`src/rtl/core/ibt_pkg.sv`:
```
// Shared constants, types and codes for the interval booking table.
package ibt_pkg;

  localparam int CAPACITY   = 1024;
  localparam int TIME_BITS  = 30;
  localparam int CNT_W      = $clog2(CAPACITY + 1);
  localparam int IDX_W      = $clog2(CAPACITY);
  localparam int GROUP      = 32;
  localparam int NUM_GROUPS = (CAPACITY + GROUP - 1) / GROUP;

  typedef logic [TIME_BITS-1:0] time_t;

  typedef enum logic [1:0] {
    ST_BOOKED  = 2'd0,
    ST_OVERLAP = 2'd1,
    ST_FULL    = 2'd2
  } ibt_status_t;

  typedef enum logic [3:0] {
    S_IDLE   = 4'b0001,
    S_CMP    = 4'b0010,
    S_REDUCE = 4'b0100,
    S_DECIDE = 4'b1000
  } ibt_state_t;

  // Commands broadcast to every cell of the chain.
  typedef struct packed {
    logic cmp;
    logic ins;
  } ibt_ctrl_t;

  // Per-cell hit flags handed to the reduction tree.
  typedef struct packed {
    logic ovl;
    logic eq;
  } ibt_flags_t;

endpackage

```
`src/rtl/core/ibt_reduce.sv`:
```
// Registered OR of one group of cell hit flags.
module ibt_reduce
  import ibt_pkg::*;
(
  input  logic             clk,
  input  logic             rst,
  input  logic [GROUP-1:0] ovl,
  input  logic [GROUP-1:0] eq,
  output logic             any_ovl,
  output logic             any_eq
);

  always_ff @(posedge clk) begin
    if (rst) begin
      any_ovl <= 1'b0;
      any_eq  <= 1'b0;
    end else begin
      any_ovl <= |ovl;
      any_eq  <= |eq;
    end
  end

endmodule

```
`config.mk`:
```
export PLATFORM = sky130hd
export DESIGN_NAME = ibt_reduce
export DESIGN_NICKNAME = d
export VERILOG_FILES = /design/src/rtl/core/ibt_pkg.sv /design/src/rtl/core/ibt_reduce.sv
export SDC_FILE = /design/constraint.sdc
export NUM_CORES = 1
export LEC_CHECK = 0
export BUFFER_PORTS_ARGS = -buffer_cell sky130_fd_sc_hd__buf_2
export CAP_MARGIN = 40
export CORE_AREA = 4 4 41 43
export DETAILED_ROUTE_END_ITERATION = 10
export DIE_AREA = 0 0 45 47
export PLACE_DENSITY = 0.67
export SETUP_SLACK_MARGIN = 0.02
export SKIP_CTS_REPAIR_TIMING = 1
export SLEW_MARGIN = 20
export SYNTH_ARGS = -nofsm -noshare
export SYNTH_HDL_FRONTEND = slang
export SYNTH_SLANG_ARGS = --single-unit
```
`constraint.sdc`:
```
create_clock -name clk -period 2.15 [get_ports clk]
set_clock_uncertainty 0.05 [all_clocks]
set_input_delay 0.3225 -clock clk [delete_from_list [all_inputs] [get_ports clk]]
set_output_delay 0.3225 -clock clk [all_outputs]
set_load 0.005 [all_outputs]
```
**Word-level counts from Yosys, hierarchy flattened**

Cells that the tools add are included.

- Logic and storage cells: 4
- Bits in registers: 2

- Reductions and logical operators: 2

Operator list:

| kind | count |
|---|---|
| OR reduction 32 bit | 2 |

**Depth between registers and ports, before layout**

- Word-level depth: 1
- Depth in mapped cells: 3

**Least setup slack after synthesis**

Ideal clock, no wire load.

- Path type: in2reg
- Start: input eq[9]
- End: register any_eq
- Buffers on the path: 0
- Arrival time: 0.796 ns
- Stages: 3
- Path slack: 1.188 ns
- Library setup time: 0.116 ns
- Path through: nor4_1 -> and4_1 -> a21oi_1

- Cells in the longest elaborated chain, start to end: 1

RTL lines:

| item | line | text |
|---|---|---|
| start, declared | ibt_reduce.sv:8 | `input logic [GROUP-1:0] eq,` |
| OR reduction 32 bit | ibt_reduce.sv:19 | `any_eq <= \|eq;` |
| end signal, assigned | ibt_reduce.sv:19 |  |
| end, declared | ibt_reduce.sv:10 | `output logic any_eq` |

Every way passes these cells.
A chain may end at the register's enable or synchronous reset.

**Final worst setup path**

- Start: register any_ovl
- End: output any_ovl

RTL lines:

| item | line | text |
|---|---|---|
| start, declared | ibt_reduce.sv:9 | `output logic any_ovl,` |
| start signal, assigned | ibt_reduce.sv:18 | `any_ovl <= \|ovl;` |

No word-level cell between the ends.

==> flow_summary.ini <==
[outcome]
outcome = finished, final reports clean

[grt]
grt_max_degree = 3
grt_first_pass_wirelength_um = 1676
grt-ovfl-total = 0
grt.total_usage_pct = 10.88
grt_pass1_vias = 491
antenna_found_initial = 0

[worst_setup_path]
startpoint = any_ovl
critPathArrivalTime_ns = 0.62
worst_setup_path_start_kind = flip-flop
path_cells = buf_2
worst-path-max-fanout = 1
worst_path_max_delay_cell = dfxtp_1
critPathBufInv = 1
critPathTopFamily = flip-flops
cp.required_ns = 1.78
max_stage_delay_ns = 0.28
crit_type = flip-flop to output port
end_kind = output port

[logic_synthesis]
ys_seq_area_share_pct = 21.62
synthesis.area_um2 = 185.2
syn_area_per_cell_um2 = 7.716
synthesis.nets = 90
synth_largest_area_cell = nor4_1
ys_warn_count = 0
yosys-top-cells-area = nor4_1, dfxtp_1, and4_1
yosysTopAreaCellShare_pct = 54.05
ys_types = 4
synth_cells = 24
ys_ff_latch = 2

[finish]
drive_gt1_share_pct = 74.47
layout.cells.non_filler = 109
fill_cells = 138
antenna_cells = 0
finalNetCount = 162
fin_util_pct = 43.17
area_growth_syn_to_layout_pct = 203.4

[drt]
viasPerCell = 4.670
wl_per_cell_um = 10.72
antenna_left = 0
dr.pass1.iters = 1
drc_errors = 0
first_iter_violations = 0
via_count = 509
drt-total-wl_um = 1169

[sta]
tns_ns = 0
finalSetupViolations = 0
worst_slew_pin_slew_ns = 0.2871
max_freq_mhz = 1004
hold_ws_ns = 0.2180
drv_slew = 0
slew-limit-headroom_pct = 80.69
period_needed_ns = 0.9965
finalCritPeriodShare_pct = 46.35
rsz0062_at_grt = no
layout_setup_ws_ns = 1.154
final_hold_viol_count = 0

[floorplanning]
rows = 13
die_y_um = 47
start_util_pct = 14.23
coreArea_um2 = 1301
die_w_um = 45
fp.dieArea_um2 = 2115
ios = 68

[clock_network]
root_buffer = clkbuf_4
cts-htree-levels = 1
cts_buffer_depth = 2
cts_tree = done
cts_made_buffers = 3
numClockSinks = 2
path_clk_slew_ns = 0.03

[place]
port-buffer-count = 67
globalplace.congestion = 0.6138
place_hpwl_um = 1121
dp_slack_ns = 0.9332
dp.cells = 106

[worst_hold_path]
min_to = any_ovl
hold_start = rst
min_path_cells = 2
hold_path.class = input pin to flip-flop

[pwr]
vdd_drop_max_uv = 153.1
p_leak_uw = 0.0003190
cellPowerDensity_nw_per_um2 = 337.7

[run]
max-cap-violations = 0
[flip-flops by register name (all words and copies together), names as in the netlist]
signal,cells
any_ovl,1
any_eq,1
[final cells by class]
type	instances	area, um^2	area share (%)
multi-input cells	22	145.1	25.84
flip-flops and latches	2	40.04	7.127
clock buffers	3	22.52	4.009
repair buffers	67	335.3	59.69
well taps	15	18.77	3.341
[cells in the final DEF (no fill, tap or decap)]
master / synthesis / final
buf_2: 0 / 67
nor4_1: 16 / 16
and4_1: 4 / 4
a21oi_1: 2 / 2
dfxtp_1: 2 / 2
clkbuf_4: 0 / 3
[logic make-up after synthesis]
family / after synthesis / synth area share (%)
AOI/OAI and AO/OA: 2 / 5.406
DFF: 2 / 21.62
and+or+nand+nor: 20 / 72.97
[how the worst max path moves through the flow]
stage	depth (start not counted)	slack [ns]	to
6_report	1	1.15	any_ovl
5_1_grt	1	1.11	any_ovl
4_1_cts	1	1.14	any_eq
3_5_place_dp	4	0.93	any_eq
3_3_place_gp	4	0.99	any_eq
2_1_floorplan	3	1.19	any_eq
[routing by layer]
layer / vias up / global-route usage (%) / part of all wire, %
met3: 0 / 4.215 / 25
li1: 254 / - / -
met2: 54 / 21.19 / 47
met1: 201 / 10.41 / 28
met5: - / 0 / 0
met4: 0 / 3.509 / 0
[per-stage QoR]
step                power, uW  instance area (um^2)
detailed placement      106.3                 539.3
global placement        104.8                 539.3
floorplan               46.32                 185.2
finish                  189.7                 561.8
global route            206.5                 561.8
CTS                     195.3                 561.8
[power breakdown]
group | switching, uW | leakage [uW] | internal, uW | total, uW
clock network | 23.3 | 0.0000138 | 61.8 | 85.0
logic | 19.0 | 0.000288 | 45.9 | 65.0
registers | 0.334 | 0.0000169 | 39.4 | 39.7
[cells in the mapped netlist]
master / instances
a21oi_1: 2
dfxtp_1: 2
nor4_1: 16
and4_1: 4
(Power assumes the default switching activity.)
