### config.mk
export PLATFORM = sky130hd
export DESIGN_NAME = ibt_cell
export DESIGN_NICKNAME = d
export VERILOG_FILES = /design/src/rtl/core/ibt_pkg.sv /design/src/rtl/core/ibt_cell.sv
export SDC_FILE = /design/constraint.sdc
export NUM_CORES = 1
export LEC_CHECK = 0
export ABC_AREA = 1
export BUFFER_PORTS_ARGS = -buffer_cell sky130_fd_sc_hd__buf_2
export CORE_MARGIN = 10
export CORE_UTILIZATION = 35
export DETAILED_ROUTE_END_ITERATION = 16
export GPL_ROUTABILITY_DRIVEN = 0
export PLACE_DENSITY = 0.69
export SLEW_MARGIN = 20
export SYNTH_ARGS = -nofsm -noshare
export SYNTH_HDL_FRONTEND = slang
export SYNTH_SLANG_ARGS = --single-unit
### constraint.sdc
create_clock -name clk -period 2.7 [get_ports clk]
set_input_delay 0.54 -clock clk [delete_from_list [all_inputs] [get_ports clk]]
set_output_delay 0.54 -clock clk [all_outputs]
set_load 0.02 [all_outputs]
### src/rtl/core/ibt_pkg.sv
// Shared constants, types and codes for the interval booking table.
package ibt_pkg;

  localparam int CAPACITY   = 1024;
  localparam int TIME_BITS  = 30;
  localparam int CNT_W      = $clog2(CAPACITY + 1);
  localparam int IDX_W      = $clog2(CAPACITY);
  localparam int GROUP      = 32;
  localparam int NUM_GROUPS = (CAPACITY + GROUP - 1) / GROUP;

  typedef logic [TIME_BITS-1:0] time_t;

  typedef enum logic [1:0] {
    ST_BOOKED  = 2'd0,
    ST_OVERLAP = 2'd1,
    ST_FULL    = 2'd2
  } ibt_status_t;

  typedef enum logic [3:0] {
    S_IDLE   = 4'b0001,
    S_CMP    = 4'b0010,
    S_REDUCE = 4'b0100,
    S_DECIDE = 4'b1000
  } ibt_state_t;

  // Commands broadcast to every cell of the chain.
  typedef struct packed {
    logic cmp;
    logic ins;
  } ibt_ctrl_t;

  // Per-cell hit flags handed to the reduction tree.
  typedef struct packed {
    logic ovl;
    logic eq;
  } ibt_flags_t;

endpackage

### src/rtl/core/ibt_cell.sv
// One slot of the sorted interval chain: holds one entry and shifts it on insert.
module ibt_cell
  import ibt_pkg::*;
(
  input  logic       clk,
  input  logic       rst,
  input  ibt_ctrl_t  ctrl,
  input  logic [IDX_W-1:0] idx,
  input  logic [CNT_W-1:0] count,
  input  time_t      req_start,
  input  time_t      req_end,
  input  logic       prev_after,
  input  logic       next_after,
  input  logic       prev_after_q,
  input  time_t      prev_start,
  input  time_t      prev_end,
  output logic       after,
  output logic       after_q,
  output time_t      start_val,
  output time_t      end_val,
  output ibt_flags_t flags
);

  time_t start_q;
  time_t end_q;
  logic  valid;
  logic  succ;
  logic  pred;
  logic  ovl_next;
  logic  eq_next;

  assign valid = CNT_W'(idx) < count;

  // Entries are sorted and packed at the low end, so "after" is a step from 0 to 1
  // along the chain and the step marks the insertion point.
  assign after = !valid || (start_q >= req_start);
  assign succ  = valid && after && !prev_after;
  assign pred  = valid && !after && next_after;

  assign ovl_next = (succ && (req_end > start_q)) || (pred && (end_q > req_start));
  assign eq_next  = succ && (start_q == req_start);

  always_ff @(posedge clk) begin
    if (rst) begin
      flags   <= '0;
      after_q <= 1'b0;
    end else if (ctrl.cmp) begin
      flags.ovl <= ovl_next;
      flags.eq  <= eq_next;
      after_q   <= after;
    end
  end

  always_ff @(posedge clk) begin
    if (ctrl.ins && after_q) begin
      if (prev_after_q) begin
        start_q <= prev_start;
        end_q   <= prev_end;
      end else begin
        start_q <= req_start;
        end_q   <= req_end;
      end
    end
  end

  assign start_val = start_q;
  assign end_val   = end_q;

endmodule

# [After elaboration in Yosys (flattened, before gate mapping)]
# Cells that the tools add are included.
[word_totals] register_bits=63 inputBits=148 output_inout_bits=64 wordCells=25
[op_classes] n_lt_le_gt_ge=4 eq_ne=1 n_mux=2 reduce_logical=13
[op_table] cell="greater-than comparator 30 bit" count=2
[op_table] cell="2-to-1 mux 30 bit" count=2
[op_table] cell="== test 30 bit" count=1
[op_table] cell=">= comparator 30 bit" count=1
[op_table] cell="less-than comparator 10 x 11 -> 1 bit" count=1
[op_table] cell="logical AND 1 bit" count=8
[op_table] cell="zero test 1 bit" count=3
[op_table] cell="logical OR 1 bit" count=2

# [Logic depth before layout (Yosys ltp)]
[logic_depth] word_depth=8 mapped_depth=15 ltp_nobuf=15

# [Least setup slack after synthesis]
# Ideal clock, no wire load.
[synth_path] path_kind="input to output" startpoint="input port req_start[29]" endpoint="output port after" t_arrival_ps=1647 required_ps=2160 setup_slack_ps=513 stages=10 path_buffers=0 cell_sequence="inv_1 -> ha_1 -> nand2_1 -> nor2_2 -> nand2_2 -> nor2_1 -> nand2_1 -> nand2_1 -> nor2_1 -> nand3_1"
[synth_between] elab_chain_cells=2
[synth_lines] item="from (decl)" line_no="ibt_cell.sv:10" text="input time_t req_start,"
[synth_lines] item=">= comparator 30 bit" line_no="ibt_cell.sv:36" text="assign after = !valid || (start_q >= req_start);"
[synth_lines] item="logical OR 1 bit" line_no="ibt_cell.sv:36"
[synth_lines] item="to (decl)" line_no="ibt_cell.sv:17" text="output logic after,"
# Every way passes these cells.

# [Final worst setup path]
[layout_path] startpoint="register start_q[28], in the netlist start_val[28]" endpoint="output port after"
[layout_between] elab_chain_cells=2
[layout_lines] item="from (decl)" line_no="ibt_cell.sv:24" text="time_t start_q;"
[layout_lines] item="from (signal assigned)" line_no="ibt_cell.sv:57" text="start_q <= prev_start;"
[layout_lines] item="from (signal assigned)" line_no="ibt_cell.sv:60" text="start_q <= req_start;"
[layout_lines] item=">= comparator 30 bit" line_no="ibt_cell.sv:36"
[layout_lines] item="logical OR 1 bit" line_no="ibt_cell.sv:36"
# Every way passes these cells.

==> metrics.csv <==
stage,metric,value,unit
timing,worst setup margin,0.168,ns
synth,post-synthesis cell count,637,
finish,P&R area growth vs syn,32.2,%
synth,ys flop type,edfxtp_1,
setup_path,sum of buffers and inverters on the critical path,1,
synth,top-area cell type share of the netlist area,33.8,%
setup_path,Worst setup SP type,register,
global_route,grt total ovfl,0,
setup_path,crit end category,output pin,
placed_design,DP Wirelength,13.8,mm
setup_path,Critical Path AT,1.99,ns
drt,drt drc,0,
timing,"Slew Viols, Final",0,
pwr,maximum VDD drop,0.000286,V
floorplan,die area,20600,um^2
synth,"Distinct cells, synth",27,
drt,DRT antenna net count,0,
pwr,Combinational Power Share,21.3,%
cts,CTS tree,done,
cts,clock transition at the registers of the reported paths,0.06,ns
setup_path,FF-to-FF path depth,12,
timing,Final period util,93.8,%
setup_path,CP Class,register to output pin,
worst_hold_path,Hold EP,flags[0],
timing,final setup violation count,0,
run_status,status,"finished, final reports clean",
finish,storage element area,1860,um^2
floorplan,die height,143,um
placed_design,PortBufs,211,
global_route,initial antenna violation count,0,
cts,clock sinks,63,
timing,clk_skew,0.00767,ns
synth,number of flops mapped to enable cells by yosys,60,
setup_path,R2R Path Start,start_val[3],
timing,Slew headroom,63.0,%
pwr,internal power,2.35,mW
job,Max-cap violations,0,
worst_hold_path,hold depth,2,
cts,clk_lat worst skew,0.34,ns
synth,syn_area_per_cell,8.37,um^2
floorplan,Core Area,15000,um^2
drt,routed vias,4885,
setup_path,worst path required time,2.16,ns
finish,fill count,1499,
global_route,largest net degree at the start of global routing,91,
floorplan,# IOs,212,
worst_hold_path,hold path start,ctrl[1],
setup_path,crit path max fanout,5,
pwr,sequential share of power,35.8,%
finish,n_diodes,0,
placed_design,pre-CTS WS,0.116,ns
timing,RSZ-0062 raised after global routing,no,
synth,synthesis warning total,0,
setup_path,CP most frequent cell,nand2_2,
timing,Fmax,395,MHz
synth,synth top area cells,"edfxtp_1, ha_1, nand2_1, inv_1, mux2_2",
timing,Slew @ Worst Pin,0.549,ns
drt,DR vias/cell,4.64,
finish,most frequent cells in the layout,"buf_2, nand2_1, inv_1",
worst_hold_path,HP Class,input port to register,
synth,Post-synth ARST share,0,%
cts,H-tree Lvls,3,
global_route,vias in the first global route,4932,
timing,Fin Setup TNS,0,ns
timing,Final min period,2.53,ns
drt,wire length per cell,15.7,um
setup_path,CP cell instances,ha_1 -> nand2_1 -> nor2_2 -> nand2_2 -> nor3b_2 -> nand2_2 -> nand3_2 -> buf_4,
setup_path,R2R Path End,flags[1],
pwr,Clock Power Share,42.9,%
setup_path,CP max stage cell,edfxtp_1,
setup_path,CP peak stage delay,0.45,ns
cts,clk root buf,clkbuf_16,
pwr,Sw Share,27.3,%
drt,initial DRC count,177,
synth,"Seq/Total Area, Yosys",34.9,%
cts,CTS buffer count,9,
timing,final hold vios,0,
pwr,Static Leak,3.77,nW
drt,Met1 Wirelength,6.96,mm
drt,routed wl met3,1.51,mm
global_route,total track usage,15.6,%
setup_path,CP top delay family,simple AND/OR/NAND/NOR gates,
synth,syn_nets,884,
floorplan,Die Wd,143,um
finish,share of cells above drive strength 1,33.0,%
finish,nets,1106,
cts,Clock Tree Buf Depth,2,
finish,"commonest non-fill, non-tap cell in the layout",buf_2,
synth,synthesized flop and latch total,63,
global_route,global-route wire length before repair,24.9,mm
setup_path,flop2flop setup slack,0.61,ns
synth,Netlist Area Pre-Place,5330,um^2
drt,top sig layer,met4,
drt,Initial DRT Pass Iterations,5,
synth,leading area contributor after synthesis,edfxtp_1,
floorplan,Rows,45,
floorplan,Initial Utilization,35.4,%
timing,Min Hold Slack,0.453,ns
pwr,Power per Cell Area,458,nW/um^2
finish,Multi-input gate area,3010,um^2
drt,Routed WL,16.5,mm
pwr,Psw,880,uW
drt,met2 routed WL,7.86,mm
cell usage after synthesis (4+ instances only):
cell type  instances
ha_1              99
nor2_1            39
nand3_1           12
inv_1            116
nor2_2             4
nand2_2            6
clkbuf_1           7
o21ai_0           39
a21oi_1           40
nand4_1            4
nand2_1          156
edfxtp_1          60
mux2_2            30
flip-flops by register name, summed over array words and instances, names as in the netlist:
| register | count |
|---|---|
| end_val | 30 |
| start_val | 30 |
| flags | 2 |
| after_q | 1 |
per-stage QoR:
step / power (mW) / cell area (um^2) / std cells / util [%]
2_1_floorplan: 1.58 / 5330 / 637 / -
3_3_place_gp: 1.84 / 6630 / 1030 / 44.1
3_5_place_dp: 1.86 / 6630 / 1030 / 44.1
4_1_cts: 3.26 / 6980 / 1046 / 46.4
5_1_grt: 3.40 / 7040 / 1052 / 46.9
6_report: 3.23 / 7040 / 1052 / 46.9
what timing repair did:
item                                    4_1_cts  5_1_grt
hold buffers                                  0        0
gates resized for setup                       0        5
endpoints found under the setup margin        0        1
setup buffers                                 0        6
endpoints found under the hold margin         0        0
layout make-up:
type / count / area share, %
multi-input cells: 448 / 42.7
inverters: 116 / 6.18
clock inverters: 6 / 1.53
flip-flops and latches: 63 / 26.4
well taps: 188 / 3.34
repair buffers: 221 / 16.4
clock buffers: 10 / 3.39
power groups by stage:
| stage | Sequential (mW) | Clock, mW | Combinational (mW) |
|---|---|---|---|
| after global routing | 1.16 | 1.45 | 0.790 |
| after global placement | 1.18 | 0 | 0.666 |
| after detailed placement | 1.18 | 0 | 0.683 |
| after CTS | 1.16 | 1.41 | 0.688 |
| final | 1.16 | 1.38 | 0.686 |
| after floorplan | 1.22 | 0 | 0.361 |
cells by family (layout without fill, tap and decap cells):
family                   count (synthesis)  in the layout  synth area share [%]
AO/OA/AOI/OAI                           89             89                  8.76
adder cells (fa/ha/maj)                 99             99                  23.2
flip-flops                              63             63                  34.9
multiplexers                            30             30                  6.34
buffers and inverters                  126            353                  8.95
AND/OR/NAND/NOR                        230            230                  17.8
worst max-delay path by stage:
| stage | start | endpoint | cells past startpoint |
|---|---|---|---|
| floorplan | req_start[29] | after | 10 |
| global placement | req_start[5] | after | 12 |
| detailed placement | req_start[5] | after | 12 |
| CTS | start_val[3] | after | 10 |
| global route | start_val[25] | after | 10 |
| finish | start_val[28] | after | 8 |
metal layers:
| layer | vias up | GRT usage [%] |
|---|---|---|
| met2 | 144 | 25.7 |
| met1 | 2165 | 18.2 |
| met5 | - | 0 |
| met4 | 0 | 3.98 |
| li1 | 2561 | - |
| met3 | 15 | 6.44 |
Power figures use the tool's default switching activity.
